<file path="config.mk">
export PLATFORM = sky130hd
export DESIGN_NAME = chunked_body_decoder
export DESIGN_NICKNAME = d
export VERILOG_FILES = /design/src/sv/cbd_pkg.sv /design/src/sv/chunked_body_decoder.sv
export VERILOG_INCLUDE_DIRS = /design/src /design/src/sv
export SDC_FILE = /design/constraint.sdc
export NUM_CORES = 1
export LEC_CHECK = 0
export BUFFER_PORTS_ARGS = -buffer_cell sky130_fd_sc_hd__buf_2
export CAP_MARGIN = 20
export CORE_UTILIZATION = 60
export DETAILED_ROUTE_END_ITERATION = 10
export GPL_ROUTABILITY_DRIVEN = 0
export PLACE_DENSITY = 0.8
export RECOVER_POWER = 25
export SYNTH_ARGS = -nofsm -noshare
export SYNTH_HDL_FRONTEND = slang
export SYNTH_SLANG_ARGS = --single-unit
</file>
<file path="constraint.sdc">
create_clock -name clk_i -period 7.7 [get_ports clk_i]
set_input_delay 1.155 -clock clk_i [delete_from_list [all_inputs] [get_ports clk_i]]
set_output_delay 1.155 -clock clk_i [all_outputs]
set_load 0.02 [all_outputs]
</file>
<file path="src/sv/assert_macros.svh">
// ----------------------------------------------------------------------------
// assert_macros.svh
// concurrent assertion helpers, compiled out when SYNTH is defined
// ----------------------------------------------------------------------------
`ifndef ASSERT_MACROS_SVH
`define ASSERT_MACROS_SVH

`ifndef SYNTH

// property checked at every rising clock edge outside reset
`define ASSERT_AT(lbl, clk, rst_n, prop, msg) \
  lbl: assert property (@(posedge clk) disable iff (!rst_n) prop) else $error(msg);

// condition that must never hold outside reset
`define ASSERT_NEVER(lbl, clk, rst_n, cond, msg) \
  `ASSERT_AT(lbl, clk, rst_n, !(cond), msg)

`else

`define ASSERT_AT(lbl, clk, rst_n, prop, msg)
`define ASSERT_NEVER(lbl, clk, rst_n, cond, msg)

`endif

`endif

</file>
<file path="src/sv/cbd_pkg.sv">
// ----------------------------------------------------------------------------
// cbd_pkg
// shared codes, byte constants and the hex digit decoder
// ----------------------------------------------------------------------------
package cbd_pkg;

  typedef enum logic [1:0] {
    StBusy  = 2'd0,
    StDone  = 2'd1,
    StBad   = 2'd2,
    StLarge = 2'd3
  } cbd_status_e;

  localparam logic [7:0] ChCr   = 8'h0d;
  localparam logic [7:0] ChLf   = 8'h0a;
  localparam logic [7:0] ChSemi = 8'h3b;

  // one hex digit is four bits of the size
  localparam int unsigned HexShift = 4;

  typedef struct packed {
    logic                ok;
    logic [HexShift-1:0] val;
  } hex_t;

  function automatic hex_t hex_digit(input logic [7:0] b);
    hex_t h;
    h.ok  = 1'b1;
    h.val = '0;
    if (b >= 8'h30 && b <= 8'h39) begin
      h.val = HexShift'(b - 8'h30);
    end else if (b >= 8'h61 && b <= 8'h66) begin
      h.val = HexShift'(b - 8'h57);
    end else if (b >= 8'h41 && b <= 8'h46) begin
      h.val = HexShift'(b - 8'h37);
    end else begin
      h.ok = 1'b0;
    end
    return h;
  endfunction

endpackage

</file>
<file path="src/sv/chunked_body_decoder.sv">
// ----------------------------------------------------------------------------
// chunked_body_decoder
// byte-serial decoder for a chunked transfer body, one result per input byte
// result: registered, presented in the cycle after its input byte is accepted
// throughput: 1 byte per cycle while the result is not stalled, set by the single state update per byte
// reset: async active low, decoder at start of a size line, limit 1048576
// ----------------------------------------------------------------------------
`include "assert_macros.svh"

module chunked_body_decoder #(
  parameter int unsigned COUNT_BITS = 32
) (
  input  logic        clk_i,
  input  logic        rst_ni,

  // limit register
  input  logic        cfg_we_i,
  input  logic [31:0] cfg_wdata_i,

  // byte input
  input  logic        s_axis_tvalid,
  output logic        s_axis_tready,
  input  logic [7:0]  s_axis_tdata,   // [7:0] byte_value
  input  logic        s_axis_tuser,   // [0] start_of_body

  // decoded output
  output logic        m_axis_tvalid,
  input  logic        m_axis_tready,
  output logic [47:0] m_axis_tdata,   // [7:0] data_byte, [9:8] decode_status,
                                      // [41:10] consumed_bytes, [47:42] zero
  output logic        m_axis_tuser    // [0] data_valid
);
  import cbd_pkg::*;

  // width of the no-wrap size check: covers both the count and the 32-bit limit
  localparam int unsigned SumW = (COUNT_BITS > 32) ? COUNT_BITS + 1 : 33;

  typedef enum logic [3:0] {
    PhSize,
    PhSizeLf,
    PhExt,
    PhExtCr,
    PhData,
    PhDataCr,
    PhDataLf,
    PhTrStart,
    PhTrStartCr,
    PhTrLine,
    PhTrLineCr
  } phase_e;

  // decoder state
  phase_e                phase_q, phase_d;
  logic [COUNT_BITS-1:0] acc_q, acc_d;
  logic                  seen_q, seen_d;
  logic [COUNT_BITS-1:0] rem_q, rem_d;
  logic [COUNT_BITS-1:0] blen_q, blen_d;
  logic [31:0]           cnt_q, cnt_d;
  cbd_status_e           status_q, status_d;
  logic [31:0]           max_q;

  // result register
  logic                  out_valid_q;
  logic                  out_dv_q, out_dv_d;
  logic [7:0]            out_byte_q, out_byte_d;
  cbd_status_e           out_st_q;
  logic [31:0]           out_cnt_q;

  logic                  s_accept;
  logic                  m_accept;
  hex_t                  hex;
  logic                  line_done;
  logic [SumW-1:0]       size_sum;

  // a new byte is taken whenever the result register is empty or draining
  assign s_accept      = s_axis_tvalid && s_axis_tready;
  assign m_accept      = m_axis_tvalid && m_axis_tready;
  assign s_axis_tready = !out_valid_q || m_axis_tready;
  assign hex           = hex_digit(s_axis_tdata);

  always_comb begin
    phase_d    = phase_q;
    acc_d      = acc_q;
    seen_d     = seen_q;
    rem_d      = rem_q;
    blen_d     = blen_q;
    cnt_d      = cnt_q;
    status_d   = status_q;
    out_dv_d   = 1'b0;
    out_byte_d = '0;
    line_done  = 1'b0;
    size_sum   = '0;

    // start of body wipes everything before this byte is looked at
    if (s_axis_tuser) begin
      phase_d  = PhSize;
      acc_d    = '0;
      seen_d   = 1'b0;
      rem_d    = '0;
      blen_d   = '0;
      cnt_d    = '0;
      status_d = StBusy;
    end

    // once a final status is set, bytes are dropped until the next start
    if (status_d == StBusy) begin
      if (cnt_d != '1) begin
        cnt_d = cnt_d + 32'd1;
      end
      unique case (phase_d)
        PhSize: begin
          if (hex.ok) begin
            // the next digit would push the size past the counter width
            if (acc_d[COUNT_BITS-1 -: HexShift] != '0) begin
              status_d = StBad;
            end else begin
              acc_d  = {acc_d[COUNT_BITS-HexShift-1:0], hex.val};
              seen_d = 1'b1;
            end
          end else if (s_axis_tdata == ChSemi) begin
            if (!seen_d) status_d = StBad;
            else         phase_d  = PhExt;
          end else if (s_axis_tdata == ChCr) begin
            phase_d = PhSizeLf;
          end else begin
            status_d = StBad;
          end
        end
        PhSizeLf: begin
          if (s_axis_tdata == ChLf) line_done = 1'b1;
          else                      status_d  = StBad;
        end
        PhExt: begin
          if (s_axis_tdata == ChCr) phase_d = PhExtCr;
        end
        PhExtCr: begin
          if (s_axis_tdata == ChLf)      line_done = 1'b1;
          else if (s_axis_tdata != ChCr) phase_d   = PhExt;
        end
        PhData: begin
          out_dv_d   = 1'b1;
          out_byte_d = s_axis_tdata;
          rem_d      = rem_d - COUNT_BITS'(1);
          blen_d     = blen_d + COUNT_BITS'(1);
          if (rem_d == '0) phase_d = PhDataCr;
        end
        PhDataCr: begin
          if (s_axis_tdata == ChCr) phase_d  = PhDataLf;
          else                      status_d = StBad;
        end
        PhDataLf: begin
          if (s_axis_tdata == ChLf) begin
            phase_d = PhSize;
            acc_d   = '0;
            seen_d  = 1'b0;
          end else begin
            status_d = StBad;
          end
        end
        PhTrStart: begin
          phase_d = (s_axis_tdata == ChCr) ? PhTrStartCr : PhTrLine;
        end
        PhTrStartCr: begin
          // empty line closes the body
          if (s_axis_tdata == ChLf) status_d = StDone;
          else phase_d = (s_axis_tdata == ChCr) ? PhTrLineCr : PhTrLine;
        end
        PhTrLine: begin
          if (s_axis_tdata == ChCr) phase_d = PhTrLineCr;
        end
        PhTrLineCr: begin
          if (s_axis_tdata == ChLf)      phase_d = PhTrStart;
          else if (s_axis_tdata != ChCr) phase_d = PhTrLine;
        end
        default: status_d = StBad;
      endcase

      // end of a size line: empty, last chunk, over the limit, or data
      if (line_done) begin
        size_sum = SumW'(blen_d) + SumW'(acc_d);
        if (!seen_d) begin
          status_d = StBad;
        end else if (acc_d == '0) begin
          phase_d = PhTrStart;
        end else if (size_sum > SumW'(max_q)) begin
          status_d = StLarge;
        end else begin
          rem_d   = acc_d;
          phase_d = PhData;
        end
      end
    end
  end

  // state, limit register and result handshake
  always_ff @(posedge clk_i or negedge rst_ni) begin
    if (!rst_ni) begin
      phase_q     <= PhSize;
      acc_q       <= '0;
      seen_q      <= 1'b0;
      rem_q       <= '0;
      blen_q      <= '0;
      cnt_q       <= '0;
      status_q    <= StBusy;
      max_q       <= 32'd1048576;
      out_valid_q <= 1'b0;
    end else begin
      if (cfg_we_i) begin
        max_q <= cfg_wdata_i;
      end
      if (s_accept) begin
        phase_q     <= phase_d;
        acc_q       <= acc_d;
        seen_q      <= seen_d;
        rem_q       <= rem_d;
        blen_q      <= blen_d;
        cnt_q       <= cnt_d;
        status_q    <= status_d;
        out_valid_q <= 1'b1;
      end else if (m_accept) begin
        out_valid_q <= 1'b0;
      end
    end
  end

  // result payload, loaded with each accepted byte
  always_ff @(posedge clk_i) begin
    if (s_accept) begin
      out_dv_q   <= out_dv_d;
      out_byte_q <= out_byte_d;
      out_st_q   <= status_d;
      out_cnt_q  <= cnt_d;
    end
  end

  assign m_axis_tvalid = out_valid_q;
  assign m_axis_tuser  = out_dv_q;
  assign m_axis_tdata  = {6'b0, out_cnt_q, out_st_q, out_byte_q};

  // a stalled result blocks the input side
  `ASSERT_AT(a_stall_blocks_input, clk_i, rst_ni, (m_axis_tvalid && !m_axis_tready) |-> !s_axis_tready, "input taken while result stalled")

  // data phase always has bytes left to pass
  `ASSERT_NEVER(a_data_rem_nonzero, clk_i, rst_ni, (phase_q == PhData) && (rem_q == '0), "data phase with zero bytes remaining")

  // payload bytes are only produced while decoding is in progress
  `ASSERT_AT(a_payload_busy, clk_i, rst_ni, (m_axis_tvalid && m_axis_tuser) |-> (m_axis_tdata[9:8] == StBusy), "payload byte with final status")

  // a final status sticks until the next start of body
  `ASSERT_AT(a_status_sticky, clk_i, rst_ni, (s_accept && !s_axis_tuser && status_q != StBusy) |=> (out_st_q == $past(status_q) && !out_dv_q), "final status not held")

endmodule

</file>
==> metrics.cfg, run 1 <==
[power]
peakVddDrop_v = 0.000164
power_leakage_nw = 8.02
switching_share_pct = 32.6
p_switching_mw = 1.06
power_frac_comb_pct = 22.9
p_int_mw = 2.19
power.share.sequential_pct = 40.9
clkPwrFrac_pct = 36.2
pwr_density_cell_mw_per_mm2 = 188

[sta]
finalCriticalPeriod_ns = 7.47
clock.fmax_mhz = 134
rsz0062_at_grt = false
post-route-period-util_pct = 97.0
worst_slack_ns = 0.232
worst_pin_slew_ns = 4.25
drv_slew = 187
setup_viol = 0
fin_worst_skew_ns = 0.0266
slew_headroom_pct = -183
hold_viol = 0

[yosys]
yosysTopAreaCellShare_pct = 27.9
synth_edf_count = 43
ys.flop_type = dfrtp_1
postSynth.asyncResetShare_pct = 79.6
yosysTopAreaCell = dfrtp_1
synth.area.top_cells = dfrtp_1 28%, edfxtp_1 8.6%, nand2_1 8.1%, ha_1 6.0%, o21ai_0 4.4%
syn-cell-area_mm2 = 0.0150
ys_seq_area_share_pct = 36.7
synth_seq_cells = 211
synth_cells = 1822
syn_avg_cell_area_um2 = 8.23
ys.warnings.count = 0
yosys-top-cells-count = 325 x nand2_1, 167 x dfrtp_1, 155 x nor2_1
synth_cell_types = 90
synth.most_common_cell = nand2_1

[worst_setup_path]
rr_worst_depth = 30
slowest_stage = or4_4
crit-reg2reg-capture = rem_q[15]$_DFFE_PN0P_
crit_type = in -> reg
rrSetupSlack_ns = 0.45
required_ns = 8.15
cp_max_fo = 26
max_stage_delay_ns = 0.55
r2r_start = phase_q[1]$_DFFE_PN0P_
start_kind = primary input
cp.arrival_ns = 7.92
setup.worst_path.end_class = register

[clocking]
cts_made_buffers = 25
root_buffer = clkbuf_16
clock_sinks = 211
clockBufferDepth = 3
post_cts_buffers = 0
worstSkewPairLatency_ns = 0.55
cts_tree = built
path_clk_slew_ns = 0.06
h-tree-depth = 1

[min_path]
holdPathEnd = blen_q[20]$_DFFE_PN0P_
hold_path_depth = 2
min_path_type = reg -> reg
min_from = blen_q[20]$_DFFE_PN0P_

[global_route]
busiest_layer = met2
grt_overflow = 0
grt_pass1_wl_um = 67900
grt.met3_usage_pct = 4.94
grt_max_degree = 88
grt_pass1_vias = 13686
antenna_found_initial = 0
globalRouteTotalUtil_pct = 32.2
grt_use_met1_pct = 41.8
met2_usage_pct = 52.6

[status]
status = finished with violations
failed_checks = capacitance limit, slew limit

[routing]
wirelength_um = 41300
num_vias = 14266
routedWlPerCell_um = 17.9
viasPerCell = 6.18
dr.first_iter.drc_count = 1279
ant_nets = 0
drcViolationCount = 0
firstDrtPassIters = 8

[die]
die_area_mm2 = 0.0256
rows = 57
io_pins = 97
die_y_um = 160
start_util_pct = 61.5
die_w_um = 160
core-area_mm2 = 0.0244

[flow_run]
maxCapViolCount = 3

[cells_and_area]
fin_cells = 2309
fin_area_mm2 = 0.0173
area_growth_pct = 15.2
fill_cells = 1888
multi_input_area_mm2 = 0.00881
regArea_mm2 = 0.00550
num_antenna_cells = 0
fin_nets = 2085
drive_above_1_share_pct = 16.1

[placement]
dp_cells = 2262
dpl_worst_slack_ns = -0.436
dpl_cell_area_mm2 = 0.0164
place_hpwl_um = 30000
portBuffers = 90

-- cell type report --
type | count | area share [%]
repair buffers | 213 | 8.13
clock buffers | 32 | 3.89
well taps | 324 | 2.35
clock inverters | 14 | 0.782
inverters | 94 | 2.04
flip-flops and latches | 211 | 31.8
multi-input cells | 1421 | 51.0
-- registers in the layout, summed over array words and instances (netlist names) --
name           flops
acc_q             32
blen_q            32
cnt_q             32
m_axis_tuser       1
m_axis_tvalid      1
max_q             32
out_byte_q         8
out_cnt_q         32
out_st_q           2
phase_q            4
rem_q             32
seen_q             1
status_q           2
-- cell families after synthesis --
group / after synthesis / share of synthesized area (%)
AND/OR/NAND/NOR: 752 / 24.0
AO/OA/AOI/OAI: 453 / 19.1
flip-flops: 211 / 36.7
buffers and inverters: 195 / 5.35
XOR/XNOR: 94 / 5.49
adder cells (fa/ha/maj): 73 / 6.14
multiplexers: 43 / 3.20
other: 1 / 0.0250
-- critical path: cells and delay by family --
family,cells,cell delay (ns)
simple gates,9,2.39
mux,2,0.62
buf+inv,8,1.09
compound gates,9,1.38
fa+ha+maj,4,1.18
xor+xnor,1,0.07
-- layout by cell type, fill, tap and decap left out, types with 13 or more instances in the layout --
cell | Yosys | layout
a21o_1 | 20 | 20
nand4_1 | 36 | 36
xor2_1 | 34 | 34
nor2_1 | 155 | 154
nand2_1 | 325 | 323
nor3_1 | 49 | 49
o21a_1 | 19 | 19
inv_1 | 92 | 92
o21ai_1 | 19 | 20
and4_1 | 14 | 14
a22oi_1 | 30 | 28
o31ai_1 | 15 | 15
and3_1 | 18 | 18
buf_4 | 9 | 119
a21oi_1 | 96 | 93
mux2i_1 | 23 | 23
ha_1 | 72 | 70
nand2b_1 | 13 | 13
edfxtp_1 | 43 | 43
dfrtp_1 | 167 | 167
buf_2 | 5 | 88
nand3_1 | 30 | 30
mux2_2 | 13 | 13
o21ai_0 | 131 | 130
clkbuf_16 | 0 | 25
xnor2_1 | 60 | 60
nor2b_1 | 33 | 32
a31oi_1 | 17 | 17
nor4_1 | 19 | 19
-- per-stage QoR --
stage / setup TNS (ns) / util, % / power [mW] / hold WS [ns]
after floorplan: 0 / - / 1.86 / 0.458
after global placement: -1.61 / 67.4 / 2.05 / 0.485
after detailed placement: -10.98 / 67.4 / 2.07 / 0.493
after CTS: 0 / 70.7 / 3.25 / 0.513
after global routing: 0 / 70.8 / 3.39 / 0.540
final: 0 / 70.8 / 3.25 / 0.509
-- per-layer routing --
metal,wire (µm),part of all wire (%)
met1,17000,41
met2,19200,46
met3,3110,7.5
met4,2050,5.0
met5,0,0
-- how the worst max path moves through the flow --
stage / start / slack, ns / depth (start not counted) / to
after floorplan: s_axis_tuser / 0.02 / 35 / rem_q[13]$_DFFE_PN0P_
after global placement: s_axis_tdata[4] / -0.12 / 27 / rem_q[13]$_DFFE_PN0P_
after detailed placement: s_axis_tdata[0] / -0.44 / 29 / rem_q[15]$_DFFE_PN0P_
after CTS: s_axis_tdata[0] / 0.04 / 29 / rem_q[15]$_DFFE_PN0P_
after global routing: s_axis_tdata[0] / 0.004 / 33 / rem_q[15]$_DFFE_PN0P_
final: s_axis_tdata[0] / 0.23 / 33 / rem_q[15]$_DFFE_PN0P_
-- what timing repair did --
item | CTS | global route
hold buffers | 0 | 0
endpoints found under the setup margin | 0 | 30
gates resized for setup | 0 | 11
-- power groups by stage --
stage / Combinational, mW / Clock [mW] / Sequential [mW]
floorplan: 0.546 / 0 / 1.31
CTS: 0.734 / 1.19 / 1.32
global route: 0.821 / 1.23 / 1.34
finish: 0.746 / 1.18 / 1.33
detailed placement: 0.728 / 0 / 1.34
global placement: 0.706 / 0 / 1.34
No activity file was read; power rests on OpenSTA's default activity.
==> run 2: changes to the inputs <==
PLACE_DENSITY = 0.79   (was 0.8)
SKIP_CTS_REPAIR_TIMING = 1   (was not set)
==> run 2 against run 1 <==
Against the previous run:
- critical path depth shrank 3
- largest cell class unchanged
- sequential power is essentially flat
- critical path type unchanged
- combinational power shrank 2%
- the run still ends with capacitance limit, slew limit left
- clock power is essentially flat
- utilization is essentially flat
- clock skew shrank 0.0090 ns
- via count shrank 0.21%
- flip-flop and latch count is the same
==> metrics.cfg, run 2 (same netlist as run 1, synthesis figures left out) <==
[global_route]
grt_max_degree = 106
grt_pass1_wl_um = 67200
globalRouteTotalUtil_pct = 32.0
grt_overflow = 0
grt_pass1_vias = 13581
antenna_found_initial = 0

[cells_and_area]
fill_cells = 1903
drive_above_1_share_pct = 15.9
num_antenna_cells = 0
fin_cells = 2306
final_cell_mix = 323 x nand2_1, 167 x dfrtp_1, 152 x nor2_1, 131 x o21ai_0, 116 x buf_4
area_growth_pct = 15.3
fin_nets = 2083
fin_util_pct = 70.9
final_common_cell = nand2_1

[die]
die_y_um = 160
die_area_mm2 = 0.0256
die_w_um = 160
core-area_mm2 = 0.0244
start_util_pct = 61.5
io_pins = 97
rows = 57

[clocking]
clockBufferDepth = 3
cts_made_buffers = 25
cts_tree = built
root_buffer = clkbuf_16
clock_sinks = 211
worstSkewPairLatency_ns = 0.55
path_clk_slew_ns = 0.06
h-tree-depth = 1

[worst_setup_path]
crit-reg2reg-capture = rem_q[6]$_DFFE_PN0P_
max_stage_delay_ns = 0.53
cp.arrival_ns = 7.82
slowest_stage = or4_4
r2r_start = phase_q[0]$_DFFE_PN0P_
required_ns = 8.16
rrSetupSlack_ns = 0.44
crit_type = in -> reg
critPathLaunch = s_axis_tdata[1]
start_kind = primary input
cp_max_fo = 26
rr_worst_depth = 29
setup.worst_path.end_class = register

[min_path]
min_path_type = reg -> reg
holdPathEnd = blen_q[20]$_DFFE_PN0P_
min_from = blen_q[20]$_DFFE_PN0P_
hold_path_depth = 2

[power]
power_leakage_nw = 8.01
peakVddDrop_v = 0.000150
power.total_mw = 3.25
pwr_density_cell_mw_per_mm2 = 188

[sta]
finalCriticalPeriod_ns = 7.37
fin_worst_skew_ns = 0.0176
worst_slack_ns = 0.333
slew_headroom_pct = -266
drv_slew = 162
post-route-period-util_pct = 95.7
setup-tns-final_ns = 0
hold_viol = 0
setup_viol = 0
rsz0062_at_grt = false
worst_pin_slew_ns = 5.49
clock.fmax_mhz = 136

[status]
failed_checks = capacitance limit, slew limit
status = finished with violations

[routing]
ant_nets = 0
firstDrtPassIters = 6
num_vias = 14236
dr.first_iter.drc_count = 1365
drcViolationCount = 0
routedWlPerCell_um = 17.7
wirelength_um = 40800
viasPerCell = 6.17

[placement]
portBuffers = 90
place_hpwl_um = 28900
dpl_worst_slack_ns = -0.242
dp_cells = 2257

[flow_run]
maxCapViolCount = 2

## run 2: cell types whose count changed in the layout (fill, tap and decap cells not counted), sizes merged
cell	before	now
inv	96	95
clkbuf	35	38
buf	210	208
clkinv	10	6
clkinvlp	0	1
## run 2: layout make-up
type	instances	area [µm²]	share of cell area [%]
Tap cell	324	405	2.34
Inverter	94	353	2.04
Timing Repair Buffer	211	1430	8.25
Clock inverter	10	118	0.680
Clock buffer	35	694	4.02
Sequential cell	211	5500	31.8
Multi-Input combinational cell	1421	8800	50.9
## run 2: how the worst max path moves through the flow
| stage | to | slack (ns) |
|---|---|---|
| global route | rem_q[19]$_DFFE_PN0P_ | 0.01 |
| detailed placement | rem_q[6]$_DFFE_PN0P_ | -0.24 |
| CTS | rem_q[6]$_DFFE_PN0P_ | 0.25 |
| floorplan | rem_q[13]$_DFFE_PN0P_ | 0.02 |
| finish | rem_q[6]$_DFFE_PN0P_ | 0.33 |
| global placement | rem_q[31]$_DFFE_PN0P_ | -0.07 |
## run 2: worst max-delay path: cells and delay by family
kind | cells | cell delay (ns)
buf+inv | 5 | 0.59
fa+ha+maj | 4 | 1.20
mux | 2 | 0.58
compound gates | 9 | 1.66
simple gates | 9 | 2.53
xor+xnor | 1 | 0.10
## run 2: metrics by stage
stage | instance area, µm² | hold slack (ns)
2_1_floorplan | 15100 | 0.458
3_3_place_gp | 16400 | 0.471
3_5_place_dp | 16400 | 0.484
4_1_cts | 17200 | 0.500
5_1_grt | 17300 | 0.516
6_report | 17300 | 0.503
## run 2: metal layers
layer / global-route usage [%] / wire length, µm
met1: 41.6 / 16700
met2: 51.8 / 18900
met3: 4.68 / 3000
met4: 17.2 / 2140
met5: 0 / 0
## run 2: where the power goes
group | internal (mW) | switching [mW]
combinational | 0.278 | 0.453
clock | 0.699 | 0.481
sequential | 1.22 | 0.115
==> run 3: changes to the inputs <==
REMOVE_ABC_BUFFERS = 1   (was not set)
==> run 3 against run 2 <==
Against the previous run:
- the run still ends with capacitance limit, slew limit left
- global-route usage fell by 0.43 points
- power fell by 0.25%
- via count rose by 0.44%
==> metrics.cfg, run 3 (same netlist as run 1, synthesis figures left out) <==
[cells_and_area]
multi_input_area_mm2 = 0.00878
fill_cells = 1943
regArea_mm2 = 0.00550
drive_above_1_share_pct = 16.7
fin_nets = 2111
final_common_cell = nand2_1
final_cell_mix = 323 x nand2_1, 167 x dfrtp_1, 152 x nor2_1, 149 x buf_4, 130 x o21ai_0
fin_area_mm2 = 0.0174
area_growth_pct = 16.1

[routing]
num_vias = 14299
drcViolationCount = 0
dr.first_iter.drc_count = 1405
ant_nets = 0
viasPerCell = 6.12
routedWlPerCell_um = 17.5
firstDrtPassIters = 7
wirelength_um = 40800

[sta]
slew_headroom_pct = -116
worst_slack_ns = 0.295
drv_slew = 174
post-route-period-util_pct = 96.2
finalCriticalPeriod_ns = 7.40
hold_viol = 0
worst_pin_slew_ns = 3.24
setup_viol = 0
rsz0062_at_grt = false
clock.fmax_mhz = 135
fin_worst_skew_ns = 0.0269

[die]
die_w_um = 160
start_util_pct = 61.5
die_area_mm2 = 0.0256
rows = 57
io_pins = 97
die_y_um = 160
core-area_mm2 = 0.0244

[placement]
dpl_worst_slack_ns = -0.255
dpl_cell_area_mm2 = 0.0166
portBuffers = 90
place_hpwl_um = 29000

[clocking]
h-tree-depth = 1
worstSkewPairLatency_ns = 0.55
clockBufferDepth = 3
root_buffer = clkbuf_16
clock_sinks = 211
cts_tree = built
cts_made_buffers = 24
path_clk_slew_ns = 0.06

[global_route]
globalRouteTotalUtil_pct = 31.6
antenna_found_initial = 2
grt_max_degree = 101
grt_overflow = 0
grt_pass1_wl_um = 66000
grt_pass1_vias = 13231

[min_path]
min_from = cnt_q[1]$_DFFE_PN0P_
min_path_type = reg -> reg

[worst_setup_path]
rrSetupSlack_ns = 0.48
cp.arrival_ns = 7.84
cpMostUsedCell = a21oi_1
setup.worst_path.end_class = register
r2r_start = acc_q[28]$_DFFE_PN0P_
max_stage_delay_ns = 0.52
critPathLaunch = s_axis_tuser
crit_type = in -> reg
cp_max_fo = 26
slowest_stage = or4_4
start_kind = primary input
required_ns = 8.13

[status]
failed_checks = capacitance limit, slew limit
status = finished with violations

[power]
peakVddDrop_v = 0.000192
power.total_mw = 3.24
pwr_density_cell_mw_per_mm2 = 186
power_leakage_nw = 8.13

[flow_run]
maxCapViolCount = 3

==> run 3: changes by cell type in the layout (fill, tap and decap cells not counted), moves of 2 or more <==
cell       previous run  this run
buf_12                4         1
clkinv_2              6         4
diode_2               0         2
clkbuf_16            26        24
ha_1                 69        72
ha_2                  3         0
a2111oi_1             0         2
buf_4               116       149
==> run 3: worst paths after layout <==
kind,end,cells after the start
min in group asynchronous,cnt_q[21]$_DFFE_PN0P_,1
max in group asynchronous,blen_q[17]$_DFFE_PN0P_,2
min reg2reg,cnt_q[1]$_DFFE_PN0P_,2
max,rem_q[15]$_DFFE_PN0P_,28
max reg2reg,rem_q[15]$_DFFE_PN0P_,28
min,cnt_q[1]$_DFFE_PN0P_,2
==> run 3: final cells by class <==
type / count / area share (%)
diodes: 2 / 0.0287
multi-input cells: 1421 / 50.4
clock buffers: 33 / 3.70
well taps: 324 / 2.33
repair buffers: 240 / 9.10
flip-flops and latches: 211 / 31.6
inverters: 94 / 2.03
clock inverters: 11 / 0.833
==> run 3: worst max-delay path: cells and delay by family <==
family                     cells  cell delay (ns)
muxes                          1             0.31
buffers and inverters          3             0.54
AOI/OAI and AO/OA              9             1.46
and+or+nand+nor               12             3.63
xor gates and xnor gates       1             0.11
adders and majority gates      2             0.62
==> run 3: stage by stage <==
step                      cells  util [%]  setup TNS, ns  hold slack [ns]
after floorplan            1726         -         -15.30            0.458
after global placement     2289      67.9          -1.43            0.472
after detailed placement   2289      67.9          -5.35            0.490
after CTS                  2333      71.2              0            0.505
after global routing       2335      71.4              0            0.519
final                      2336      71.4              0            0.505
==> run 3: layer usage <==
layer,global-route usage (%),up-vias,share of wire (%)
met4,12.9,0,3.9
met5,0,-,0
li1,-,6804,-
met2,52.1,651,47
met1,41.9,6737,42
met3,4.42,107,7.6
==> run 3: where the power goes <==
part / leakage (nW) / internal [mW] / total, mW / switching [mW]
clock network: 0.379 / 0.688 / 1.16 / 0.477
registers: 2.68 / 1.22 / 1.31 / 0.0854
logic: 5.07 / 0.282 / 0.769 / 0.486
